## src/design/sfd_pkg.sv

```systemverilog
// Shared types and constants of the spectral flux transient detector.
// No dependencies; used by the divider, the bin memory users and the top level.
package sfd_pkg;

  localparam int MAG_W     = 24;
  localparam int SUM_W     = 35;
  localparam int GAIN_W    = 16;
  localparam int STR_W     = 16;
  localparam int PROD_W    = SUM_W + GAIN_W;
  localparam int NUM_W     = PROD_W + 8;
  localparam int STEP_W    = 4;
  localparam int S_TDATA_W = 32;
  localparam int M_TDATA_W = 24;

  localparam logic [GAIN_W-1:0] GAIN_RESET = 16'd256;
  localparam logic [SUM_W-1:0]  SUM_MAX    = '1;
  localparam logic [STR_W-1:0]  STR_MAX    = '1;

  // Item kinds carried in s_tuser
  localparam logic KIND_BIN   = 1'b0;
  localparam logic KIND_CLEAR = 1'b1;

  typedef enum logic [2:0] {
    DIV_IDLE,
    DIV_MUL,
    DIV_SAT,
    DIV_RUN,
    DIV_DONE
  } div_state_t;

  typedef struct packed {
    logic             ch;
    logic [SUM_W-1:0] flux;
    logic [SUM_W-1:0] energy;
  } div_req_t;

  typedef struct packed {
    logic             ch;
    logic [STR_W-1:0] strength;
  } div_res_t;

endpackage

```

## src/design/sfd_div.sv

```systemverilog
// Frame-end divider: strength = min(65535, flux * gain * 256 / energy).
// Multiply once, check saturation, then one quotient bit per cycle. Uses sfd_pkg.
module sfd_div (
  input  logic                         clk,
  input  logic                         rst,
  input  logic                         start,
  input  sfd_pkg::div_req_t            req,
  input  logic [sfd_pkg::GAIN_W-1:0]   gain,
  output logic                         busy,
  output logic                         done,
  output sfd_pkg::div_res_t            res,
  input  logic                         ack
);

  sfd_pkg::div_state_t state, state_next;

  logic                          ch;
  logic [sfd_pkg::SUM_W-1:0]     flux;
  logic [sfd_pkg::SUM_W-1:0]     energy;
  logic [sfd_pkg::NUM_W-1:0]     num;
  logic [sfd_pkg::PROD_W-1:0]    dsr;
  logic [sfd_pkg::STR_W-1:0]     quo;
  logic [sfd_pkg::STEP_W-1:0]    step;
  logic [sfd_pkg::NUM_W-1:0]     sat_lim;
  logic                          sat_hit;
  logic                          bit_hit;

  assign sat_lim = {{(sfd_pkg::NUM_W - sfd_pkg::SUM_W - sfd_pkg::STR_W){1'b0}},
                    energy, {sfd_pkg::STR_W{1'b0}}};
  assign sat_hit = (num >= sat_lim);
  assign bit_hit = (num >= {{(sfd_pkg::NUM_W - sfd_pkg::PROD_W){1'b0}}, dsr});

  assign busy = (state != sfd_pkg::DIV_IDLE);
  assign done = (state == sfd_pkg::DIV_DONE);
  assign res  = '{ch: ch, strength: quo};

  // State register
  always_ff @(posedge clk) begin
    if (rst) begin
      state <= sfd_pkg::DIV_IDLE;
    end else begin
      state <= state_next;
    end
  end

  // Next state
  always_comb begin
    state_next = state;
    unique case (state)
      sfd_pkg::DIV_IDLE: if (start) state_next = sfd_pkg::DIV_MUL;
      sfd_pkg::DIV_MUL:  state_next = sfd_pkg::DIV_SAT;
      sfd_pkg::DIV_SAT: begin
        if (energy == '0 || sat_hit) begin
          state_next = sfd_pkg::DIV_DONE;
        end else begin
          state_next = sfd_pkg::DIV_RUN;
        end
      end
      sfd_pkg::DIV_RUN:  if (step == '0) state_next = sfd_pkg::DIV_DONE;
      sfd_pkg::DIV_DONE: if (ack) state_next = sfd_pkg::DIV_IDLE;
      default:           state_next = sfd_pkg::DIV_IDLE;
    endcase
  end

  // Datapath: latch operands, multiply, then restoring division
  always_ff @(posedge clk) begin
    case (state)
      sfd_pkg::DIV_IDLE: begin
        if (start) begin
          ch     <= req.ch;
          flux   <= req.flux;
          energy <= req.energy;
        end
      end
      sfd_pkg::DIV_MUL: begin
        num <= {sfd_pkg::PROD_W'(flux) * sfd_pkg::PROD_W'(gain), 8'd0};
      end
      sfd_pkg::DIV_SAT: begin
        if (energy == '0) begin
          quo <= '0;
        end else if (sat_hit) begin
          quo <= sfd_pkg::STR_MAX;
        end else begin
          quo  <= '0;
          dsr  <= {{(sfd_pkg::PROD_W - sfd_pkg::SUM_W - sfd_pkg::STR_W + 1){1'b0}},
                   energy, {(sfd_pkg::STR_W - 1){1'b0}}};
          step <= sfd_pkg::STEP_W'(sfd_pkg::STR_W - 1);
        end
      end
      sfd_pkg::DIV_RUN: begin
        if (bit_hit) begin
          num <= num - {{(sfd_pkg::NUM_W - sfd_pkg::PROD_W){1'b0}}, dsr};
        end
        quo  <= {quo[sfd_pkg::STR_W-2:0], bit_hit};
        dsr  <= dsr >> 1;
        step <= step - 1'b1;
      end
      default: begin
      end
    endcase
  end

endmodule

```

## config.mk

```make
export PLATFORM = sky130hd
export DESIGN_NAME = sfd_div
export DESIGN_NICKNAME = d
export VERILOG_FILES = /design/src/design/sfd_pkg.sv /design/src/design/sfd_div.sv
export SDC_FILE = /design/constraint.sdc
export NUM_CORES = 2
export LEC_CHECK = 0
export ABC_AREA = 1
export BUFFER_PORTS_ARGS = -buffer_cell sky130_fd_sc_hd__buf_2
export CELL_PAD_IN_SITES_DETAIL_PLACEMENT = 0
export CELL_PAD_IN_SITES_GLOBAL_PLACEMENT = 1
export CORE_MARGIN = 2
export CORE_UTILIZATION = 45
export CTS_CLUSTER_DIAMETER = 50
export CTS_CLUSTER_SIZE = 25
export DETAILED_ROUTE_END_ITERATION = 8
export PLACE_DENSITY = 0.76
export REMOVE_ABC_BUFFERS = 1
export SLEW_MARGIN = 20
export SYNTH_ARGS = -nofsm -noshare
export SYNTH_HDL_FRONTEND = slang
export SYNTH_SLANG_ARGS = --single-unit
```

## constraint.sdc

```tcl
create_clock -name clk -period 15.9 [get_ports clk]
set_input_delay 3.18 -clock clk [delete_from_list [all_inputs] [get_ports clk]]
set_output_delay 3.18 -clock clk [all_outputs]
set_load 0.005 [all_outputs]
```

==> parameters.txt <==
Parameter                              Value

Logic synthesis
  Fraction of registers with async set/reset ... 0
  Most instantiated cells after synthesis ... sky130_fd_sc_hd__nand2_1 (1,294), sky130_fd_sc_hd__inv_1 (1,122), sky130_fd_sc_hd__fa_1 (461), sky130_fd_sc_hd__nor2_1 (252), sky130_fd_sc_hd__ha_1 (209)
  Number of enable flip-flop cells after synthesis ... 200
  #FFs+latches synth ... 203
  Post-synthesis compound-gate area fraction ... 0.0602
  Netlist Area Pre-Place ... 32,400 sq um
  Most used flip-flop cell after synthesis ... sky130_fd_sc_hd__edfxtp_1
  Combinational family with the most area after synthesis ... adder cells
  Share of the synthesized area in the top cell type ... 0.285
  Share of the yosys chip area belonging to registers ... 0.187
  Top cells by area, synth ... sky130_fd_sc_hd__fa_1 (28%), sky130_fd_sc_hd__edfxtp_1 (19%), sky130_fd_sc_hd__nand2_1 (15%), sky130_fd_sc_hd__inv_1 (13%), sky130_fd_sc_hd__ha_1 (8.1%)
  Count of cell types in the netlist ... between 40 and 50
  Synth Area in XOR/XNOR ... 0.00432
  Most common cell in the netlist ... sky130_fd_sc_hd__nand2_1
  Yosys warns ... 0
  Biggest area consumer among synthesized cells ... sky130_fd_sc_hd__fa_1
  Fraction of the mapped netlist area in simple logic gates ... 0.233
  Portion of netlist area occupied by mux cells ... 0
  Post-Syn Instances ... 4,385
  Average size of a mapped cell ... 7.39 sq um
  Adder-cell share of the synthesized area ... 0.365

Timing
  Final critical-path setup slack ... 6.63 ns
  Final Max Slew Viols ... 0
  RSZ-0062 raised after global routing ... no
  Final period util ... 0.583
  Max frequency ... 0.108 GHz
  Clock Skews ... 0.0181 ns
  Clock period minus final worst setup slack ... 9.27 ns
  Relative max-transition margin ... 0.307
  Count of final hold-check violations ... 0
  Slew at the pin closest to its max-slew limit ... between 1 and 1.5 ns
  Setup TNS Final ... 0 ns
  Setup-violating endpoint count in the final report ... 0

Drt
  Vias after detailed routing ... 27.5k
  Average wire per cell in the routed design ... 18.9 um
  Starting DRT DRC Count ... 2,280
  Detailed-routing iteration count for the pre-antenna-repair pass ... 6
  Vias per cell ... 5.11
  Final routed wirelength across all metal layers ... between 100 and 150 mm
  ANT nets after route ... 0
  Remaining design rule violation count ... 0

Floorplan
  Height of the die ... about 270 um
  Floorplan core area ... slightly above 70,000 sq um
  Number of cell rows ... 98
  Horizontal die dimension ... 272 um
  Die area ... 74,200 sq um
  Effective utilization at floorplan ... 0.454
  Count of boundary I/O pins ... between 100 and 150

Worst setup path
  Data arrival time at the worst-slack endpoint ... 9.59 ns
  Critical Path Fanout Max ... 35
  Chain of cells forming the critical path ... buf_2 > nand2_1 > fa_1 > inv_1 > fa_1 > fa_1 > fa_1 > fa_1 > inv_1 > fa_1 > inv_1 > ha_1 > nand2_1 > nor2_1 > nand2_1 > nor4_1 > nand3_1 > nand3_1 > nand2_1 > nand3_1 > nand2_1
  Crit path kind ... in2reg
  Required time at the worst-slack endpoint ... between 15 and 20 ns
  Critical Path Slowest Stage Cell ... sky130_fd_sc_hd__buf_2
  Slowest stage delay, CP ... 0.72 ns
  Cells on worst reg2reg path ... 20
  Startpoint of the worst-slack reg-to-reg timing path ... flux[14]
  R2R Path End ... num[49]
  Kind of end point of the critical path ... register
  Dominant cell type by count on the critical path ... sky130_fd_sc_hd__fa_1
  Critical Path Start Type ... primary input
  Flop-to-flop setup slack ... between 9 and 10 ns

Place
  GP Congestion ... 0.960
  Setup slack at placement ... 6.21 ns
  DP HPWL ... 79.4 mm
  Cell area reported after detailed placement ... 33,700 sq um
  Count of buffers inserted at the top-level ports ... 109

Layout
  Fill cell instance count of the final layout ... around 7.3k
  Growth of design area from synthesis to finish ... 8.13%
  Layout cells sized above 1 ... 0.0599
  Post-layout nets ... 5,154
  # diodes ... 0
  Fin area ... ~35,000 sq um

Clock tree
  Hold Buf Count CTS ... 0
  Sink count of the clock tree ... 203
  Post-CTS repair timing setup buffer count ... 0
  Total CTS buffers ... 39
  Number of instances resized during post-cts repair ... 0
  Buffers from clock root to sink, at most ... 3
  TritonCTS clock tree ... built
  Clock Pin Slew Worst Setup and Hold Paths ... 0.06 ns
  Latest clock arrival within the worst-skew pair ... 0.58 ns
  Number of H-tree branching levels ... 2
  Root Buffer Master ... sky130_fd_sc_hd__clkbuf_16

Run status
  Status ... finished clean

Hold path
  Worst min-delay path class ... reg2reg
  Count of cells along the worst hold path ... 2
  Startpoint of the tightest hold check path ... quo[6]
  Hold EP ... quo[7]

Global route
  Wire length of the first global-routing pass ... 160 mm
  Overall Global Routing Usage ... 0.280
  Number of antenna violations at the first check in global routing ... 0
  Largest net degree at the start of global routing ... 70
  Number of global-route vias before repair ... 27.9k
  Overflow left after global routing ... 0

Job
  Number of max-capacitance violations reported ... 0
==> state kept, by name, summed over array words and instances, names as in the netlist <==
| name | count |
|---|---|
| num | 59 |
| dsr | 50 |
| energy | 35 |
| flux | 35 |
| quo | 16 |
| step | 4 |
| state | 3 |
| ch | 1 |
==> layer usage <==
metal  routed length [um]  track usage  part of all wire  vias to the layer above
met3                 6600       0.0318             0.065                      140
met2                46600        0.457              0.46                      898
li1                     -            -                 -                    13100
met1                45700        0.400              0.45                    13300
met5                    0            0                 0                        -
met4                 2350       0.0671             0.023                        0
==> through the flow <==
stage                     hold WS (ns)  instances   util
after floorplan                  0.525       4226      -
after global placement           0.523       5302  0.472
after detailed placement         0.531       5302  0.472
after CTS                        0.547       5373  0.491
after global routing             0.575       5373  0.491
final                            0.545       5373  0.491
==> kinds of logic (layout without fill, tap and decap cells) <==
kind of cell	Yosys count	after routing
DFF	203	203
AOI/OAI and AO/OA	367	367
and+or+nand+nor	1844	1844
xor gates and xnor gates	16	16
adders and majority gates	670	670
buffers and inverters	1285	1323
==> worst max path at each step <==
| stage | startpoint | endpoint | depth (start not counted) |
|---|---|---|---|
| finish | gain[7] | num[49] | 21 |
| global placement | gain[7] | num[49] | 21 |
| detailed placement | gain[7] | num[49] | 21 |
| floorplan | gain[9] | num[36] | 22 |
| global route | gain[7] | num[49] | 21 |
| CTS | gain[7] | num[49] | 21 |
==> layout by cell type (no fill, tap or decap), types with 58 or more instances in the layout <==
cell type                  instances
sky130_fd_sc_hd__nor2_1          251
sky130_fd_sc_hd__inv_1          1122
sky130_fd_sc_hd__buf_2           109
sky130_fd_sc_hd__nand3_1         141
sky130_fd_sc_hd__fa_1            461
sky130_fd_sc_hd__nand4_1          58
sky130_fd_sc_hd__nand2_1        1292
sky130_fd_sc_hd__a21oi_1         170
sky130_fd_sc_hd__edfxtp_1        200
sky130_fd_sc_hd__o21ai_0         147
sky130_fd_sc_hd__ha_1            209
==> critical path: cells and delay by family <==
family | cells | cell delay (ns)
buffers and inverters | 4 | 0.90
adder cells (fa/ha/maj) | 7 | 3.55
AND/OR/NAND/NOR | 10 | 1.91
==> final cells by class <==
class / count / area, sq um / area share
multi-input cells: 2897 / 21500 / 0.614
flip-flops and latches: 203 / 6070 / 0.173
inverters: 1126 / 4230 / 0.121
well taps: 950 / 1190 / 0.0339
clock buffers: 40 / 980 / 0.0279
repair buffers: 126 / 673 / 0.0192
clock inverters: 31 / 408 / 0.0116
Power is left out: the tool's default activity adds up to more than one toggle a clock period on the data nets, which glitch-free logic cannot reach.
